$ cat src/hdl/pidd_pkg.sv
// Shared types and constants for the dual-channel PID drive controller.
`timescale 1ns / 1ps
package pidd_pkg;

  // Fixed field widths and limits
  localparam int GAIN_BITS     = 28;
  localparam int SUM_BITS      = 32;
  localparam int DRIVE_BITS    = 15;
  localparam int DRIVE_LIMIT   = 12288;
  localparam int OUT_FRAC_BITS = 10;
  localparam int ADDR_BITS     = 5;
  localparam int DATA_BITS     = 32;

  // Gain reset values, raw Q4.24 bits
  localparam logic [GAIN_BITS-1:0] LEFT_KP_RST  = GAIN_BITS'(315412);
  localparam logic [GAIN_BITS-1:0] LEFT_KI_RST  = GAIN_BITS'(185);
  localparam logic [GAIN_BITS-1:0] LEFT_KD_RST  = GAIN_BITS'(671089);
  localparam logic [GAIN_BITS-1:0] RIGHT_KP_RST = GAIN_BITS'(335544);
  localparam logic [GAIN_BITS-1:0] RIGHT_KI_RST = GAIN_BITS'(185);
  localparam logic [GAIN_BITS-1:0] RIGHT_KD_RST = GAIN_BITS'(671089);

  // Register index, word address bits [4:2]
  typedef enum logic [2:0] {
    REG_LEFT_TARGET  = 3'd0,
    REG_RIGHT_TARGET = 3'd1,
    REG_LEFT_KP      = 3'd2,
    REG_LEFT_KI      = 3'd3,
    REG_LEFT_KD      = 3'd4,
    REG_RIGHT_KP     = 3'd5,
    REG_RIGHT_KI     = 3'd6,
    REG_RIGHT_KD     = 3'd7
  } pidd_reg_e;

  // Pipeline load strobes shared by both lanes
  typedef struct packed {
    logic s1;
    logic s2;
    logic s3;
  } pidd_load_t;

endpackage

$ cat src/hdl/pidd_regs.sv
// APB register file: targets and gains for both wheels.
`timescale 1ns / 1ps
module pidd_regs #(
  parameter int POSITION_BITS = 21
) (
  input  logic                                    clk_i,
  input  logic                                    rst_ni,
  input  logic                                    psel,
  input  logic                                    penable,
  input  logic                                    pwrite,
  input  logic [pidd_pkg::ADDR_BITS-1:0]          paddr,
  input  logic [pidd_pkg::DATA_BITS-1:0]          pwdata,
  output logic [pidd_pkg::DATA_BITS-1:0]          prdata,
  output logic                                    pready,
  output logic signed [POSITION_BITS-1:0]         left_target_o,
  output logic signed [POSITION_BITS-1:0]         right_target_o,
  output logic [pidd_pkg::GAIN_BITS-1:0]          left_kp_o,
  output logic [pidd_pkg::GAIN_BITS-1:0]          left_ki_o,
  output logic [pidd_pkg::GAIN_BITS-1:0]          left_kd_o,
  output logic [pidd_pkg::GAIN_BITS-1:0]          right_kp_o,
  output logic [pidd_pkg::GAIN_BITS-1:0]          right_ki_o,
  output logic [pidd_pkg::GAIN_BITS-1:0]          right_kd_o
);
  import pidd_pkg::*;

  logic signed [POSITION_BITS-1:0] left_target_q, right_target_q;
  logic [GAIN_BITS-1:0] left_kp_q, left_ki_q, left_kd_q;
  logic [GAIN_BITS-1:0] right_kp_q, right_ki_q, right_kd_q;
  logic                 wr_en;
  pidd_reg_e            idx;

  assign pready = 1'b1;
  assign wr_en  = psel && penable && pwrite;
  assign idx    = pidd_reg_e'(paddr[ADDR_BITS-1:2]);

  // Register writes
  always_ff @(posedge clk_i or negedge rst_ni) begin
    if (!rst_ni) begin
      left_target_q  <= '0;
      right_target_q <= '0;
      left_kp_q      <= LEFT_KP_RST;
      left_ki_q      <= LEFT_KI_RST;
      left_kd_q      <= LEFT_KD_RST;
      right_kp_q     <= RIGHT_KP_RST;
      right_ki_q     <= RIGHT_KI_RST;
      right_kd_q     <= RIGHT_KD_RST;
    end else if (wr_en) begin
      case (idx)
        REG_LEFT_TARGET:  left_target_q  <= pwdata[POSITION_BITS-1:0];
        REG_RIGHT_TARGET: right_target_q <= pwdata[POSITION_BITS-1:0];
        REG_LEFT_KP:      left_kp_q      <= pwdata[GAIN_BITS-1:0];
        REG_LEFT_KI:      left_ki_q      <= pwdata[GAIN_BITS-1:0];
        REG_LEFT_KD:      left_kd_q      <= pwdata[GAIN_BITS-1:0];
        REG_RIGHT_KP:     right_kp_q     <= pwdata[GAIN_BITS-1:0];
        REG_RIGHT_KI:     right_ki_q     <= pwdata[GAIN_BITS-1:0];
        REG_RIGHT_KD:     right_kd_q     <= pwdata[GAIN_BITS-1:0];
        default: ;
      endcase
    end
  end

  // Read mux; targets read back sign-extended
  always_comb begin
    case (idx)
      REG_LEFT_TARGET:  prdata = DATA_BITS'(left_target_q);
      REG_RIGHT_TARGET: prdata = DATA_BITS'(right_target_q);
      REG_LEFT_KP:      prdata = DATA_BITS'(left_kp_q);
      REG_LEFT_KI:      prdata = DATA_BITS'(left_ki_q);
      REG_LEFT_KD:      prdata = DATA_BITS'(left_kd_q);
      REG_RIGHT_KP:     prdata = DATA_BITS'(right_kp_q);
      REG_RIGHT_KI:     prdata = DATA_BITS'(right_ki_q);
      REG_RIGHT_KD:     prdata = DATA_BITS'(right_kd_q);
      default:          prdata = '0;
    endcase
  end

  assign left_target_o  = left_target_q;
  assign right_target_o = right_target_q;
  assign left_kp_o      = left_kp_q;
  assign left_ki_o      = left_ki_q;
  assign left_kd_o      = left_kd_q;
  assign right_kp_o     = right_kp_q;
  assign right_ki_o     = right_ki_q;
  assign right_kd_o     = right_kd_q;

endmodule

$ cat config.mk
export PLATFORM = sky130hd
export DESIGN_NAME = pidd_regs
export DESIGN_NICKNAME = d
export VERILOG_FILES = /design/src/hdl/pidd_pkg.sv /design/src/hdl/pidd_regs.sv
export SDC_FILE = /design/constraint.sdc
export NUM_CORES = 1
export LEC_CHECK = 0
export BUFFER_PORTS_ARGS = -buffer_cell sky130_fd_sc_hd__buf_2
export CELL_PAD_IN_SITES_DETAIL_PLACEMENT = 1
export CELL_PAD_IN_SITES_GLOBAL_PLACEMENT = 1
export CORE_UTILIZATION = 43
export CTS_BUF_LIST = sky130_fd_sc_hd__clkbuf_4 sky130_fd_sc_hd__clkbuf_8
export DETAILED_ROUTE_END_ITERATION = 10
export GPL_TIMING_DRIVEN = 0
export HOLD_SLACK_MARGIN = 0.15
export PLACE_DENSITY_LB_ADDON = 0.1
export REMOVE_ABC_BUFFERS = 1
export SLEW_MARGIN = 20
export SYNTH_ARGS = -nofsm -noshare
export SYNTH_HDL_FRONTEND = slang
export SYNTH_SLANG_ARGS = --single-unit
$ cat constraint.sdc
create_clock -name clk_i -period 1.8 [get_ports clk_i]
set_input_delay 0.18 -clock clk_i [delete_from_list [all_inputs] [get_ports clk_i]]
set_output_delay 0.18 -clock clk_i [all_outputs]
set_load 0.02 [all_outputs]
# Yosys cells after proc, flatten, opt, wreduce, memory -nomap -nowiden
# Index checks and enable logic that the tools add are counted.
# classes
n_reduce_logical,11
mux,1
n_eq_ne,7
# ops
operator,count
$pmux 32 s8,1
$reduce_and 2->1,8
$eq 3x3->1 const B,4
$eq 3x2->1 const B,2
$eq 3x1->1 const B,1
$logic_not 3->1,1
$logic_and 1x1->1,2
# word_totals
reg_bits,210
wordCells,27
output_inout_bits,243

# Logic depth before layout (Yosys ltp)
# logic_depth
ltp_word,3
ltp_mapped,7
depth_no_buf,4

# Least setup slack after synthesis
# Ideal clock, no wire load.
# synth_path
path_kind,in2out
startpoint,in paddr[4] in the netlist's numbering
endpoint,out prdata[20] in the netlist's numbering
path_stages,6
slack_ns,0.108
t_arrival_ns,1.512
path_cell_list,buf_4 > or2_2 > buf_2 > nor2_2 > a31oi_1 > o21ai_0
# synth_between
elab_chain_cells,2
word_cells_on_any_way,9
cone_classes,7 x eq/ne; 1 x mux; 1 x reduce/logical
# synth_lines
element,line_no,text
from (decl),pidd_regs.sv:11,"input logic [pidd_pkg::ADDR_BITS-1:0] paddr,"
$eq 3x3->1 (tied with other cells),pidd_regs.sv:64,case (idx)
$pmux 32 s8 (*),pidd_regs.sv:64,
to (decl),pidd_regs.sv:13,"output logic [pidd_pkg::DATA_BITS-1:0] prdata,"
# Every way passes the cells marked *; elsewhere a longest branch is shown, timed or not.

# Final worst setup path
# layout_path
startpoint,reg left_target_q[20] (netlist: left_target_o[20])
endpoint,out prdata[26] in the netlist's numbering
# layout_between
elab_chain_cells,1
# layout_lines
element,line_no,text
from (decl),pidd_regs.sv:26,"logic signed [POSITION_BITS-1:0] left_target_q, right_target_q;"
from (signal assigned),pidd_regs.sv:49,REG_LEFT_TARGET: left_target_q <= pwdata[POSITION_BITS-1:0];
$pmux 32 s8,pidd_regs.sv:64,
# No other way between the ends.

==> flow_summary.toml <==
[global_route]
track_usage = 0.297
grt_pass1_wl_mm = 52.6
grt_max_degree = 92
grt_pass1_vias = 8456
gr-total-overflow = 0
grt_antenna_before_repair = 0

[clock_network]
cts_tree = "built"
clockBufferDepth = 3
cts_htree_levels = 2
clock_latency_ns = 0.52
root_buffer = "clkbuf_8"
cts.sinks = 210
cts.clk_slew.worst_paths_ns = 0.07
cts_buffers = 37

[sta]
finalCritPeriodShare = 1.10
skew_ns = 0
report.final.setup_viol = 17
slew_headroom = 0.495
grt_setup_unrepaired = "true"
period_minus_slack_ns = 1.98
fin_ws_ns = -0.176
final_hold_viol_count = 0
hold_ws_ns = 0.242
max_freq_mhz = 506
tns_ns = -1.72
worst_slew_pin_slew_ns = 0.755
finalMaxSlewViolations = 0

[die]
fp-row-count = 54
ios = 285
dieHeight_um = 152
coreArea_um2 = 22000
start_util = 0.441
die-area_um2 = 23100
die_w_um = 152

[synth]
yosys_warnings = 0
avgSynthCellArea_um2 = 13.7
ys_ff_latch = 210
synth.yosys.seq_area_share = 0.549
synth.distinct_cells = 37
syn_inst = 705
syn_area_um2 = 9670

[finish]
drive_gt1_frac = 0.651
mostFrequentLayoutCells = "245 x buf_2, 208 x mux2_2, 162 x dfrtp_1"
n_fill_cell = 2214
multi_input_area_um2 = 4330
mostFrequentLayoutCell = "buf_2"
seq_area_um2 = 5320
nets = 1099
insertedDiodeCount = 0
synthToLayoutAreaGrowth_pct = 38.2
fin_util = 0.609

[placement]
dp_hpwl_mm = 21.1
portBuffers = 277
place_congestion = 0.854
place_ws_ns = -1.32

[critical_path]
critPathKind = "reg -> out"
cp.required_ns = 1.62
r2r_cells = 2
worstPathCellList = "mux2i_2 > nor2_4 > buf_12 > a21oi_2 > o221ai_1 > buf_4"
cp.depth = 6
critPathTopFamily = "flip-flops"
start_kind = "register"
worstSetupEndpointType = "output port"
cp.buffers_inverters = 2
slowest_delay_ns = 0.40
critical_path_peak_fanout = 7
slowest_stage = "dfrtp_1"
worstPathArrival_ns = 1.80

[status]
violations = "design-rule violations, negative setup slack"
status = "finished with violations"

[drt]
totalWireLength_mm = 34.2
drtAntennaViolNets = 0
viasPerCell = 5.59
drtPass1Iterations = 7
vias = 7635
drc = 36
wl_per_cell_um = 25.0
drtIter0Drc = 394

[power]
powerDensity_nw_per_um2 = 1210
vdd_drop_max_mv = 0.771
power_mw = 16.2
p_leak_nw = 6.44

[min_path]
hp-class = "in -> async"

[run]
max_cap_viol_count = 0
-- cells in the mapped netlist (all sizes together) --
cell	instances	area (um2)
a211oi	4	30.0
a21oi	22	110
a221oi	3	26.3
a22oi	6	45.0
a31oi	1	6.26
a41oi	3	26.3
buf	40	250
clkbuf	8	30.0
conb	1	3.75
dfrtp	162	4050
dfstp	48	1260
inv	6	22.5
mux2	215	2420
mux2i	57	571
nand2	25	93.8
nand2b	4	25.0
nand3	3	15.0
nand3b	3	22.5
nand4	2	27.5
nand4b	1	23.8
nor2	15	83.8
nor2b	7	43.8
nor3	2	21.3
o211ai	3	22.5
o21ai	20	100
o221ai	7	61.3
o22a	15	131
o22ai	19	119
o32a	2	20.0
or2	1	6.26
-- state kept, by name, summed over array words and instances (netlist names) --
name and count:
left_kd_o 28, left_ki_o 28, left_kp_o 28, left_target_o 21, right_kd_o 28, right_ki_o 28, right_kp_o 28, right_target_o 21
-- path summary, 6_finish.rpt --
path | start | endpoint | slack (ns)
worst max-delay path | left_target_o[20] | prdata[26] | -0.18
worst min-delay path | rst_ni | right_kp_o[4] | 0.24
worst max register to register | right_kd_o[14] | right_kd_o[14] | 0.88
worst min register to register | right_target_o[9] | right_target_o[9] | 0.53
max in group asynchronous | rst_ni | right_ki_o[8] | 0.38
min in group clk_i | paddr[4] | left_target_o[16] | 0.35
-- cell families after synthesis --
group	Yosys count	synth area share
buffers and inverters	54	0.0313
and+or+nand+nor	63	0.0375
DFF	210	0.549
other	1	0.000388
AOI/OAI and AO/OA	105	0.0722
muxes	272	0.309
-- layout make-up --
type / count / area share
tap: 280 / 0.0262
clock buffer: 58 / 0.0536
inverter: 6 / 0.00225
clock inverter: 10 / 0.00599
sequential: 210 / 0.397
multi-input combinational: 442 / 0.324
timing repair buffer: 360 / 0.191
-- stage by stage --
stage / cells / cell area [um2]
final: 1366 / 13400
after detailed placement: 1229 / 11500
after global placement: 1214 / 11100
after CTS: 1355 / 13100
after floorplan: 657 / 9390
after global routing: 1366 / 13400
-- power by group --
part	internal, mW	leakage (nW)	switching [mW]	total, mW
Combinational	2.08	3.45	2.90	4.98
Sequential	5.81	2.57	0.737	6.55
Clock	2.69	0.425	1.99	4.68
Total	10.6	6.44	5.63	16.2
-- repair_timing --
item / in CTS / in global routing
setup endpoints to repair: 219 / 46
hold buffers: 31 / 0
resized for setup: 67 / 47
pin swaps: 22 / 17
gates cloned: 2 / 1
hold endpoints to repair: 308 / 0
buffers inserted: 25 / 10
-- layer usage --
layer  track usage  up-vias  share of wire
li1              -     3304              -
met1         0.366     3962           0.41
met2         0.516      309           0.50
met3        0.0687       60          0.064
met4        0.0943        0          0.026
met5             0        -              0
No activity file was read; power rests on OpenSTA's default activity.
